**src/sv/cdq_pkg.sv**
```systemverilog
package cdq_pkg;

  // Ring geometry. The ring holds at most DEPTH-1 items.
  localparam int unsigned DEPTH      = 16;
  localparam int unsigned ITEM_WIDTH = 32;
  localparam int unsigned PTR_W      = $clog2(DEPTH);
  localparam int unsigned CNT_W      = PTR_W + 1;

  // Fixed field widths on the streams.
  localparam int unsigned ACTION_W   = 3;
  localparam int unsigned ITEM_IN_W  = 32;
  localparam int unsigned ITEM_OUT_W = 32;
  localparam int unsigned STATUS_W   = 2;
  localparam int unsigned COUNT_W    = 4;
  localparam int unsigned IN_TDATA_W  = 40;
  localparam int unsigned OUT_TDATA_W = 40;

  typedef enum logic [ACTION_W-1:0] {
    ACT_INS_REAR   = 3'd0,
    ACT_INS_FRONT  = 3'd1,
    ACT_REM_REAR   = 3'd2,
    ACT_REM_FRONT  = 3'd3,
    ACT_PEEK_FRONT = 3'd4,
    ACT_PEEK_REAR  = 3'd5
  } action_e;

  typedef enum logic [STATUS_W-1:0] {
    ST_OK    = 2'd0,
    ST_FULL  = 2'd1,
    ST_EMPTY = 2'd2
  } status_e;

  // Everything about an accepted item except the data the RAM returns.
  typedef struct packed {
    logic               rd;
    status_e            status;
    logic [COUNT_W-1:0] count;
    logic               empty;
  } pend_t;

endpackage

```
**src/sv/cdq_ram.sv**
```systemverilog
module cdq_ram #(
  parameter int unsigned WIDTH = 32,
  parameter int unsigned DEPTH = 16
) (
  input  logic                     clk_i,
  input  logic                     we_i,
  input  logic [$clog2(DEPTH)-1:0] waddr_i,
  input  logic [WIDTH-1:0]         wdata_i,
  input  logic                     re_i,
  input  logic [$clog2(DEPTH)-1:0] raddr_i,
  output logic [WIDTH-1:0]         rdata_o
);

  logic [WIDTH-1:0] mem_q [DEPTH];
  logic [WIDTH-1:0] rdata_q;

  always_ff @(posedge clk_i) begin
    if (we_i) begin
      mem_q[waddr_i] <= wdata_i;
    end
    if (re_i) begin
      rdata_q <= mem_q[raddr_i];
    end
  end

  assign rdata_o = rdata_q;

endmodule

```
**src/sv/circular_deque.sv**
```systemverilog
// Double-ended queue held in a ring of DEPTH entries; at most DEPTH-1 items.
// Requests arrive on the s_axis stream: each item carries an action (insert at
// the rear or front, remove from the rear or front, peek at the front or rear)
// and a data word used by the inserts. Every request yields exactly one item on
// the m_axis stream with the data read, a status (ok, full, empty), the number
// of items held afterwards and an empty flag.
// A result passes the pending stage and then the output register on its way
// to m_axis. Unless the receiver stalls, one request is taken every cycle: the
// pointers are updated in the acceptance cycle and the single-port-read RAM
// returns data in the next cycle, so the sustained rate is one item per cycle.
// The ring data lives in the RAM; the front and rear pointers are registers.
// A request that would overflow or underflow is answered with an error status
// and leaves the deque unchanged.
// Reset empties the deque at once (front pointer one, rear pointer zero); no
// clearing pass is needed since only occupied entries are ever read.
// When the receiver stalls, the result is held in the output register and one
// more request may still be accepted into the pending stage; after that
// s_axis_tready drops until the output drains.
module circular_deque
  import cdq_pkg::*;
(
  input  logic                   clk_i,
  input  logic                   rst_ni,
  input  logic                   s_axis_tvalid,
  output logic                   s_axis_tready,
  // Fields from bit 0: action [2:0], item_in [34:3], zero padding [39:35].
  input  logic [IN_TDATA_W-1:0]  s_axis_tdata,
  output logic                   m_axis_tvalid,
  input  logic                   m_axis_tready,
  // Fields from bit 0: item_out [31:0], status [33:32], item_count [37:34],
  // is_empty [38], zero padding [39].
  output logic [OUT_TDATA_W-1:0] m_axis_tdata
);

  function automatic logic [PTR_W-1:0] ring_next(input logic [PTR_W-1:0] p);
    return (p == PTR_W'(DEPTH - 1)) ? '0 : p + PTR_W'(1);
  endfunction

  function automatic logic [PTR_W-1:0] ring_prev(input logic [PTR_W-1:0] p);
    return (p == '0) ? PTR_W'(DEPTH - 1) : p - PTR_W'(1);
  endfunction

  // Items held for a given pair of pointers: (DEPTH + rear + 1 - front) mod DEPTH.
  function automatic logic [CNT_W-1:0] ring_count(input logic [PTR_W-1:0] f,
                                                  input logic [PTR_W-1:0] r);
    logic [CNT_W-1:0] s;
    logic [CNT_W-1:0] d;
    s = {1'b0, r} + CNT_W'(1);
    if (s >= {1'b0, f}) begin
      d = s - {1'b0, f};
    end else begin
      d = s + CNT_W'(DEPTH) - {1'b0, f};
    end
    if (d == CNT_W'(DEPTH)) begin
      d = '0;
    end
    return d;
  endfunction

  // Pointers.
  logic [PTR_W-1:0] front_q, front_d;
  logic [PTR_W-1:0] rear_q, rear_d;

  // Pending stage: waits for the RAM read data.
  logic  pend_valid_q, pend_valid_d;
  pend_t pend_q, pend_d;

  // Output register.
  logic                   out_valid_q, out_valid_d;
  logic [OUT_TDATA_W-1:0] out_data_q;

  // RAM ports.
  logic                  ram_we, ram_re;
  logic [PTR_W-1:0]      ram_waddr, ram_raddr;
  logic [ITEM_WIDTH-1:0] ram_wdata, ram_rdata;

  action_e               act;
  logic [ITEM_IN_W-1:0]  item_in;
  logic                  accept, out_free;
  logic                  is_empty_now, is_full_now;
  logic [PTR_W-1:0]      rear_nx, rear_pv, front_nx, front_pv;
  logic [CNT_W-1:0]      count_after;
  logic [ITEM_OUT_W-1:0] item_out;

  assign act     = action_e'(s_axis_tdata[ACTION_W-1:0]);
  assign item_in = s_axis_tdata[ACTION_W +: ITEM_IN_W];

  // The pending stage moves on whenever the output register is free, so a new
  // request can enter in the same cycle.
  assign out_free      = !out_valid_q || m_axis_tready;
  assign s_axis_tready = !pend_valid_q || out_free;
  assign accept        = s_axis_tvalid && s_axis_tready;

  assign rear_nx  = ring_next(rear_q);
  assign rear_pv  = ring_prev(rear_q);
  assign front_nx = ring_next(front_q);
  assign front_pv = ring_prev(front_q);

  assign is_empty_now = (rear_nx == front_q);
  assign is_full_now  = (ring_next(rear_nx) == front_q);

  assign ram_wdata = ITEM_WIDTH'(item_in);

  // Decode the request: at most one pointer moves and at most one RAM access.
  // A write lands at the acceptance edge and any read of a later request is taken
  // at a later edge, so reads always see earlier inserts.
  always_comb begin
    front_d     = front_q;
    rear_d      = rear_q;
    ram_we      = 1'b0;
    ram_waddr   = rear_nx;
    ram_raddr   = rear_q;
    pend_d.rd     = 1'b0;
    pend_d.status = ST_OK;
    case (act)
      ACT_INS_REAR: begin
        if (is_full_now) begin
          pend_d.status = ST_FULL;
        end else begin
          rear_d    = rear_nx;
          ram_we    = accept;
          ram_waddr = rear_nx;
        end
      end
      ACT_INS_FRONT: begin
        if (is_full_now) begin
          pend_d.status = ST_FULL;
        end else begin
          front_d   = front_pv;
          ram_we    = accept;
          ram_waddr = front_pv;
        end
      end
      ACT_REM_REAR: begin
        if (is_empty_now) begin
          pend_d.status = ST_EMPTY;
        end else begin
          pend_d.rd = 1'b1;
          ram_raddr = rear_q;
          rear_d    = rear_pv;
        end
      end
      ACT_REM_FRONT: begin
        if (is_empty_now) begin
          pend_d.status = ST_EMPTY;
        end else begin
          pend_d.rd = 1'b1;
          ram_raddr = front_q;
          front_d   = front_nx;
        end
      end
      ACT_PEEK_FRONT: begin
        if (is_empty_now) begin
          pend_d.status = ST_EMPTY;
        end else begin
          pend_d.rd = 1'b1;
          ram_raddr = front_q;
        end
      end
      ACT_PEEK_REAR: begin
        if (is_empty_now) begin
          pend_d.status = ST_EMPTY;
        end else begin
          pend_d.rd = 1'b1;
          ram_raddr = rear_q;
        end
      end
      default: begin
        // Unused action codes leave everything as it stands.
      end
    endcase
    count_after  = ring_count(front_d, rear_d);
    pend_d.count = COUNT_W'(count_after);
    pend_d.empty = (ring_next(rear_d) == front_d);
  end

  assign ram_re = accept && pend_d.rd;

  always_comb begin
    if (accept) begin
      pend_valid_d = 1'b1;
    end else if (out_free) begin
      pend_valid_d = 1'b0;
    end else begin
      pend_valid_d = pend_valid_q;
    end
    out_valid_d = out_free ? pend_valid_q : out_valid_q;
  end

  assign item_out = pend_q.rd ? ITEM_OUT_W'(ram_rdata) : '0;

  always_ff @(posedge clk_i or negedge rst_ni) begin
    if (!rst_ni) begin
      front_q      <= PTR_W'(1 % DEPTH);
      rear_q       <= '0;
      pend_valid_q <= 1'b0;
      out_valid_q  <= 1'b0;
    end else begin
      if (accept) begin
        front_q <= front_d;
        rear_q  <= rear_d;
      end
      pend_valid_q <= pend_valid_d;
      out_valid_q  <= out_valid_d;
    end
  end

  always_ff @(posedge clk_i) begin
    if (accept) begin
      pend_q <= pend_d;
    end
    if (out_free && pend_valid_q) begin
      out_data_q <= {1'b0, pend_q.empty, pend_q.count, pend_q.status, item_out};
    end
  end

  cdq_ram #(
    .WIDTH (ITEM_WIDTH),
    .DEPTH (DEPTH)
  ) u_ram (
    .clk_i   (clk_i),
    .we_i    (ram_we),
    .waddr_i (ram_waddr),
    .wdata_i (ram_wdata),
    .re_i    (ram_re),
    .raddr_i (ram_raddr),
    .rdata_o (ram_rdata)
  );

  assign m_axis_tvalid = out_valid_q;
  assign m_axis_tdata  = out_data_q;

endmodule

```
**config.mk**
```make
export PLATFORM = sky130hd
export DESIGN_NAME = circular_deque
export DESIGN_NICKNAME = d
export VERILOG_FILES = /design/src/sv/cdq_pkg.sv /design/src/sv/cdq_ram.sv /design/src/sv/circular_deque.sv
export SDC_FILE = /design/constraint.sdc
export NUM_CORES = 1
export LEC_CHECK = 0
export ABC_AREA = 1
export BUFFER_PORTS_ARGS = -buffer_cell sky130_fd_sc_hd__buf_2
export CAP_MARGIN = 20
export CORE_AREA = 8 8 286 288
export DETAILED_ROUTE_END_ITERATION = 10
export DIE_AREA = 0 0 294 296
export GPL_ROUTABILITY_DRIVEN = 0
export GPL_TIMING_DRIVEN = 0
export PLACE_DENSITY_LB_ADDON = 0.3
export SYNTH_ARGS = -nofsm -noshare
export SYNTH_HDL_FRONTEND = slang
export SYNTH_HIERARCHICAL = 1
export SYNTH_SLANG_ARGS = --single-unit
export TNS_END_PERCENT = 50
```
**constraint.sdc**
```tcl
create_clock -name clk_i -period 4.1 [get_ports clk_i]
set_clock_uncertainty 0.15 [all_clocks]
set_input_delay 0.82 -clock clk_i [delete_from_list [all_inputs] [get_ports clk_i]]
set_output_delay 0.82 -clock clk_i [all_outputs]
set_load 0.01 [all_outputs]
```
* After elaboration in Yosys (flattened, before gate mapping)
Memories as Yosys holds them, arrays and structs flattened. A register that Yosys moved wholly into a read port is not among the register bits.
Cells that the tools add are included.
** Cells by class
- $add $sub $neg :: 10
- Multiplexer cells :: 28
- $lt $le $gt $ge :: 1
- Reductions and logical operators :: 14
- Eq/ne operators :: 13
** Operator list (number)
- two-way mux 4 bit :: 14
- adder 4 x 1 -> 4 bit, second input constant :: 4
- == test 4 bit, second input constant :: 4
- case mux 4 bit (2 select lines) :: 2
- == test 4 bit :: 3
- subtractor 5 x 4 -> 5 bit :: 2
- two-way mux 1 bit :: 9
- logical NOT 4 bit :: 2
- subtractor 4 x 1 -> 4 bit, second input constant :: 2
- == test 3 x 2 -> 1 bit, second input constant :: 2
- == test 3 bit, second input constant :: 2
- adder 4 x 1 -> 5 bit, second input constant :: 1
- adder 5 bit, second input constant :: 1
- == test 5 bit, second input constant :: 1
- >= comparator 5 x 4 -> 1 bit :: 1
- two-way mux 5 bit :: 1
- case mux 2 bit (2 select lines) :: 1
- OR reduction 2 bit :: 2
- OR reduction 4 bit :: 1
- == test 3 x 1 -> 1 bit, second input constant :: 1
- logical AND 1 bit :: 3
- logical NOT 3 bit :: 1
- logical NOT 1 bit :: 2
- logical OR 1 bit :: 2
- 2 further kinds :: 2
** Word-level totals
- RAM bits :: 512
- Memories :: 1
- Output and inout port bits :: 42
- Word-level logic and storage cells :: 77
- Bits of input ports :: 44
- Flip-flop bits (word level) :: 57
** Memory list
- u_ram.mem_q :: depth 16, bits a word 32, read ports 1, clocked after Yosys merged registers in 1, write ports 1, line cdq_ram.sv:14 : logic [WIDTH-1:0] mem_q [DEPTH];

* Depth between registers and ports, before layout
- Depth after elaboration :: 12
- Depth in mapped cells :: 28
- Depth with buffers taken out :: 27

* Hierarchy
Netlist, hierarchy kept.
** Modules (own cells, without submodules)
- cdq_ram :: times used 1, sequential area each 16335.7 um^2, area an instance 23050.9 um^2, cells an instance 2120
- circular_deque :: times used 1, sequential area each 1662.8 um^2, area an instance 3714.8 um^2, cells an instance 442

* Worst setup path after synthesis
OpenSTA, ideal clock, no wires.
- Path kind :: input to register
- Start :: input m_axis_tready
- End :: register u_ram.rdata_q[0] (netlist: u_ram/rdata_o[0]) (read register of u_ram.mem_q) (enable)
- Library setup time :: 0.461 ns
- Stages :: 5
- Required time :: 3.489 ns
- Buffers on the path :: 1
- Arrival :: 3.602 ns
- Path slack :: -0.113 ns
- Cells stage by stage :: inv_1 > nand3_1 > nand2_1 > clkbuf_1 > nor3_1
** Between the ends
- Longest elaborated chain between the ends :: 4
** RTL lines
- start: declaration :: line circular_deque.sv:29 : input logic m_axis_tready,
- logical OR 1 bit :: line circular_deque.sv:90 : assign out_free = !out_valid_q || m_axis_tready;
- logical OR 1 bit :: line circular_deque.sv:91 : assign s_axis_tready = !pend_valid_q || out_free;
- via s_axis_tready :: line circular_deque.sv:25 : output logic s_axis_tready,
- logical AND 1 bit :: line circular_deque.sv:92 : assign accept = s_axis_tvalid && s_axis_tready;
- logical AND 1 bit :: line circular_deque.sv:177 : assign ram_re = accept && pend_d.rd;
- via ram_re :: line circular_deque.sv:73 : logic ram_we, ram_re;
- end: declaration :: line cdq_ram.sv:15 : logic [WIDTH-1:0] rdata_q;
The timed path passes the listed nets, and every way through them passes these cells.
A chain may end at the register's enable or synchronous reset.

* Worst setup path in the final report
- Start :: register rear_q[1]
- End :: register pend_q[4] (netlist name), data pin
** Between the ends
- Longest elaborated chain between the ends :: 12
- Elaborated cells on any way between the ends :: 24
- Those cells by class :: add/sub: 7; order compare: 1; eq/ne: 5; mux: 10; reduce/logical: 1
** RTL lines
- start: declaration :: line circular_deque.sv:62 : logic [PTR_W-1:0] rear_q, rear_d;
- start signal: assignment :: line circular_deque.sv:201 : rear_q <= rear_d;
- adder 4 x 1 -> 4 bit or == test 4 bit (tied branches) :: line circular_deque.sv:36 : return (p == PTR_W'(DEPTH - 1)) ? '0 : p + PTR_W'(1);
- two-way mux 4 bit :: line circular_deque.sv:36
- adder 4 x 1 -> 4 bit or == test 4 bit (tied branches) :: line circular_deque.sv:36
- two-way mux 4 bit :: line circular_deque.sv:36
- == test 4 bit :: line circular_deque.sv:100 : assign is_full_now = (ring_next(rear_nx) == front_q);
- two-way mux 4 bit :: line circular_deque.sv:117 : if (is_full_now) begin
- case mux 4 bit (2 select lines) (*) :: line circular_deque.sv:115 : case (act)
- via rear_d[1] :: line circular_deque.sv:62
- adder 4 x 1 -> 5 bit (*) :: line circular_deque.sv:48 : s = {1'b0, r} + CNT_W'(1);
- adder 5 bit :: line circular_deque.sv:52 : d = s + CNT_W'(DEPTH) - {1'b0, f};
- subtractor 5 x 4 -> 5 bit :: line circular_deque.sv:52
- two-way mux 5 bit (*) :: line circular_deque.sv:49 : if (s >= {1'b0, f}) begin
- == test 5 bit :: line circular_deque.sv:54 : if (d == CNT_W'(DEPTH)) begin
- end signal: assignment :: line circular_deque.sv:210 : pend_q <= pend_d;
- end: declaration :: line circular_deque.sv:66 : pend_t pend_q, pend_d;
Mark *: on every way through the listed nets, which the timed path passes. The rest lies on a longest branch.

==> reports/metrics.csv <==
metric,value,unit
io_pins,86,
cpMaxStageDelayCell,fa_1,
synth_warnings,6,
worst_pin_slew,970,ps
synth.distinct_cells,40,
min_period_over_period,0.972,
drive_above_1_share,0.143,
die-area,87000,sq um
grt_pass1_wl,111,mm
fmax,0.251,GHz
globalRouteOverflowTotal,0,
outcome,"complete, no violations",
hpwl,50.3,mm
hold_path_class,reg2reg,
reg2reg_to,pend_q[4]$_SDFFCE_PN0P_,
core_area,77000,sq um
path_buf_inv,3,
insertion_delay,610,ps
critPathLaunch,rear_q[1]$_DFFE_PN0P_,
cp.required,4310,ps
wl_per_cell,19.9,microns
worstSetupStartpointType,flip-flop,
critPathMostFrequentCell,nand2_1,
vias,18200,
r2r_cells,17,
io_buffers,79,
timing_hold_violations_final,0,
ir_drop,372,uV
worst_ep_arrival_time,4190,ps
endpoint,pend_q[4]$_SDFFCE_PN0P_,
ant_nets,0,
die_w,294,microns
fin_crit,3990,ps
grt_setup_unrepaired,true,
powerDensity,656,nW/um^2
ys_seq_area_frac,0.672,
avgSynthCellArea,10.4,sq um
cp_max_fo,10,
route.detailed.drc,0,
antenna_found_initial,1,
htree_levels,3,
std_cell_rows,102,
place_inst,3701,
ys_async_sr_fraction,0.0166,
cts_buffer_depth,3,
grtUsageTotal,0.173,
crit_family,adder cells,
cts.sinks,601,
grt_pass1_vias,17200,
setup_viol,0,
worst_r2r_startpoint,rear_q[1]$_DFFE_PN0P_,
multi_input_area,6430,sq um
regArea,18000,sq um
synth_edf_count,591,
path_depth,17,
syn_to_final_growth,18.6,%
ys_seq_elements,601,
fill_cells,7242,
wirelength,76.6,mm
synth_fp_nets,2625,
leakagePower,13.6,nW
dr.first_iter.drc_count,1503,
worstHoldStart,pend_q[6]$_DFFE_PP_,
synth_ff_type,edfxtp_1,
fin_util,0.412,
max-cap-violations,0,
clkTransAtPathRegs,60,ps
critPathKind,reg2reg,
path_cells,buf_6 > inv_1 > ha_4 > xnor2_1 > nand2_1 > nor2_2 > nand2_1 > buf_6 > o21ai_0 > nand3_4 > ha_4 > ha_1 > ha_1 > fa_1 > xor2_1 > nand3_1 > nand2_1,
synth_area,26800,sq um
cts_buffers,68,
syn_inst,2562,
r2r_slack,110,ps
final_nets,2819,
cts_tree,done,
slowest_delay,440,ps
die_h,296,microns
cts-root-buf,clkbuf_16,
initial_core_util,0.348,
worst_slew_margin_rel,0.352,
grt_max_degree,22,
layoutNonFillerInstCount,3846,
via_per_inst,4.74,
dr.pass1.iters,6,
maxSlewViolCount,0,
end_kind,flip-flop,
[logic make-up (layout without fill, tap and decap cells)]
kind of cell	count (synthesis)	in the layout	synth area share
other	1	2	0.000140
and+or+nand+nor	1308	1308	0.212
xor gates and xnor gates	7	7	0.00229
DFF	601	601	0.672
AOI/OAI and AO/OA	36	36	0.00743
buffers and inverters	590	833	0.0956
adders and majority gates	19	19	0.0100
[synthesized netlist by cell type, types with 2 or more instances]
library cell  number  area [sq um]
clkbuf_1          20          75.1
nor2_2             5          31.3
a21oi_2            2          17.5
nand4_1           10          62.6
fa_1               4          80.1
edfxtp_1         591         17700
inv_2             10          37.5
o21ai_1            6          30.0
inv_1            459          1720
nor3_1             4          20.0
nand3_1          417          2090
nand2_1          800          3000
buf_2             46           230
dfrtp_1            9           225
nand2_2           12          75.1
nor2_4             2          22.5
nand3b_1           3          22.5
buf_1             14          52.6
xnor2_1            3          26.3
buf_4              7          52.6
xor2_1             4          35.0
o21ai_0           20           100
nand2_4            4          45.0
buf_6             32           360
ha_1              15           188
nand3_4            4          70.1
nand3_2            4          40.0
a21oi_1            4          20.0
nor2_1            40           150
[per-layer routing]
layer | vias up | GRT usage | share of wire
li1 | 8691 | - | -
met1 | 8733 | 0.229 | 0.43
met2 | 664 | 0.287 | 0.47
met3 | 140 | 0.0293 | 0.066
met4 | 0 | 0.0585 | 0.032
met5 | - | 0 | 0
[registers in the layout, indices dropped and copies added, names as in the netlist]
name and cells:
u_ram/mem_q 512, front_q 4, u_ram/rdata_o 32, pend_q 8, m_axis_tdata 39, pend_valid_q 1
rear_q 4, m_axis_tvalid 1
[per-stage QoR]
stage                     setup TNS [ps]  power, mW  hold slack, ps  instance area (sq um)  setup WS, ps
final                                  0       20.8             272                  31700           114
after global routing                -878       21.8             291                  31700         -53.9
after CTS                              0       20.8             276                  31500          1.11
after detailed placement          -39180       14.7             262                  29100          -482
after global placement          -1173490       14.5             254                  28500         -2290
after floorplan                        0       12.0             250                  26800          73.7
[repair_timing]
item | CTS | global route
endpoints found under the hold margin | 9 | 0
hold buffers | 1 | 0
pin swaps | 7 | 8
endpoints found under the setup margin | 277 | 251
gates resized for setup | 49 | 14
setup buffers | 8 | 17
[cell usage in the layout (no fill, tap or decap), types with 3 or more instances in the layout]
master	synthesis	routed
nand3_1	417	415
nand2_2	12	15
clkinv_1	0	11
nand2_4	4	4
clkinv_8	0	3
nand2_1	800	797
o21ai_0	20	17
nor2_4	2	19
o21ai_1	6	8
ha_1	15	12
clkinv_2	0	7
dfrtp_1	9	9
buf_12	1	23
inv_1	459	457
clkbuf_16	0	71
nor2_2	5	4
nand4_1	10	10
buf_16	0	9
edfxtp_1	591	591
a21oi_1	4	3
ha_4	0	3
buf_4	7	27
xor2_1	4	4
nor2_1	40	24
buf_6	32	34
clkbuf_2	0	11
fa_1	4	4
inv_2	10	11
nand3_2	4	4
xnor2_1	3	3
nor3_1	4	3
bufinv_16	0	6
nand3b_1	3	3
nand3_4	4	6
clkbuf_1	20	26
buf_2	46	128
[area by class of cell]
cell class	count	area share
antenna	1	0.0000788
buffer	119	0.0266
clock buffer	89	0.0584
clock inverter	30	0.0104
inverter	470	0.0557
multi-input combinational	1371	0.203
sequential	601	0.567
tap	1040	0.0410
timing repair buffer	125	0.0380
[worst min-delay path by stage]
stage	end	slack, ps	cells after the start
after detailed placement	m_axis_tdata[33]$_DFFE_PP_	260	0
after global routing	m_axis_tdata[38]$_DFFE_PP_	290	0
after CTS	m_axis_tdata[33]$_DFFE_PP_	280	0
after global placement	m_axis_tdata[38]$_DFFE_PP_	250	0
after floorplan	m_axis_tdata[32]$_DFFE_PP_	250	0
final	m_axis_tdata[33]$_DFFE_PP_	270	0
[power breakdown]
| group | leakage (nW) | internal (mW) | switching [mW] |
|---|---|---|---|
| clock | 1.06 | 3.57 | 2.41 |
| combinational | 7.01 | 2.30 | 5.13 |
| sequential | 5.49 | 7.29 | 0.105 |
No activity file was read; power rests on OpenSTA's default activity.
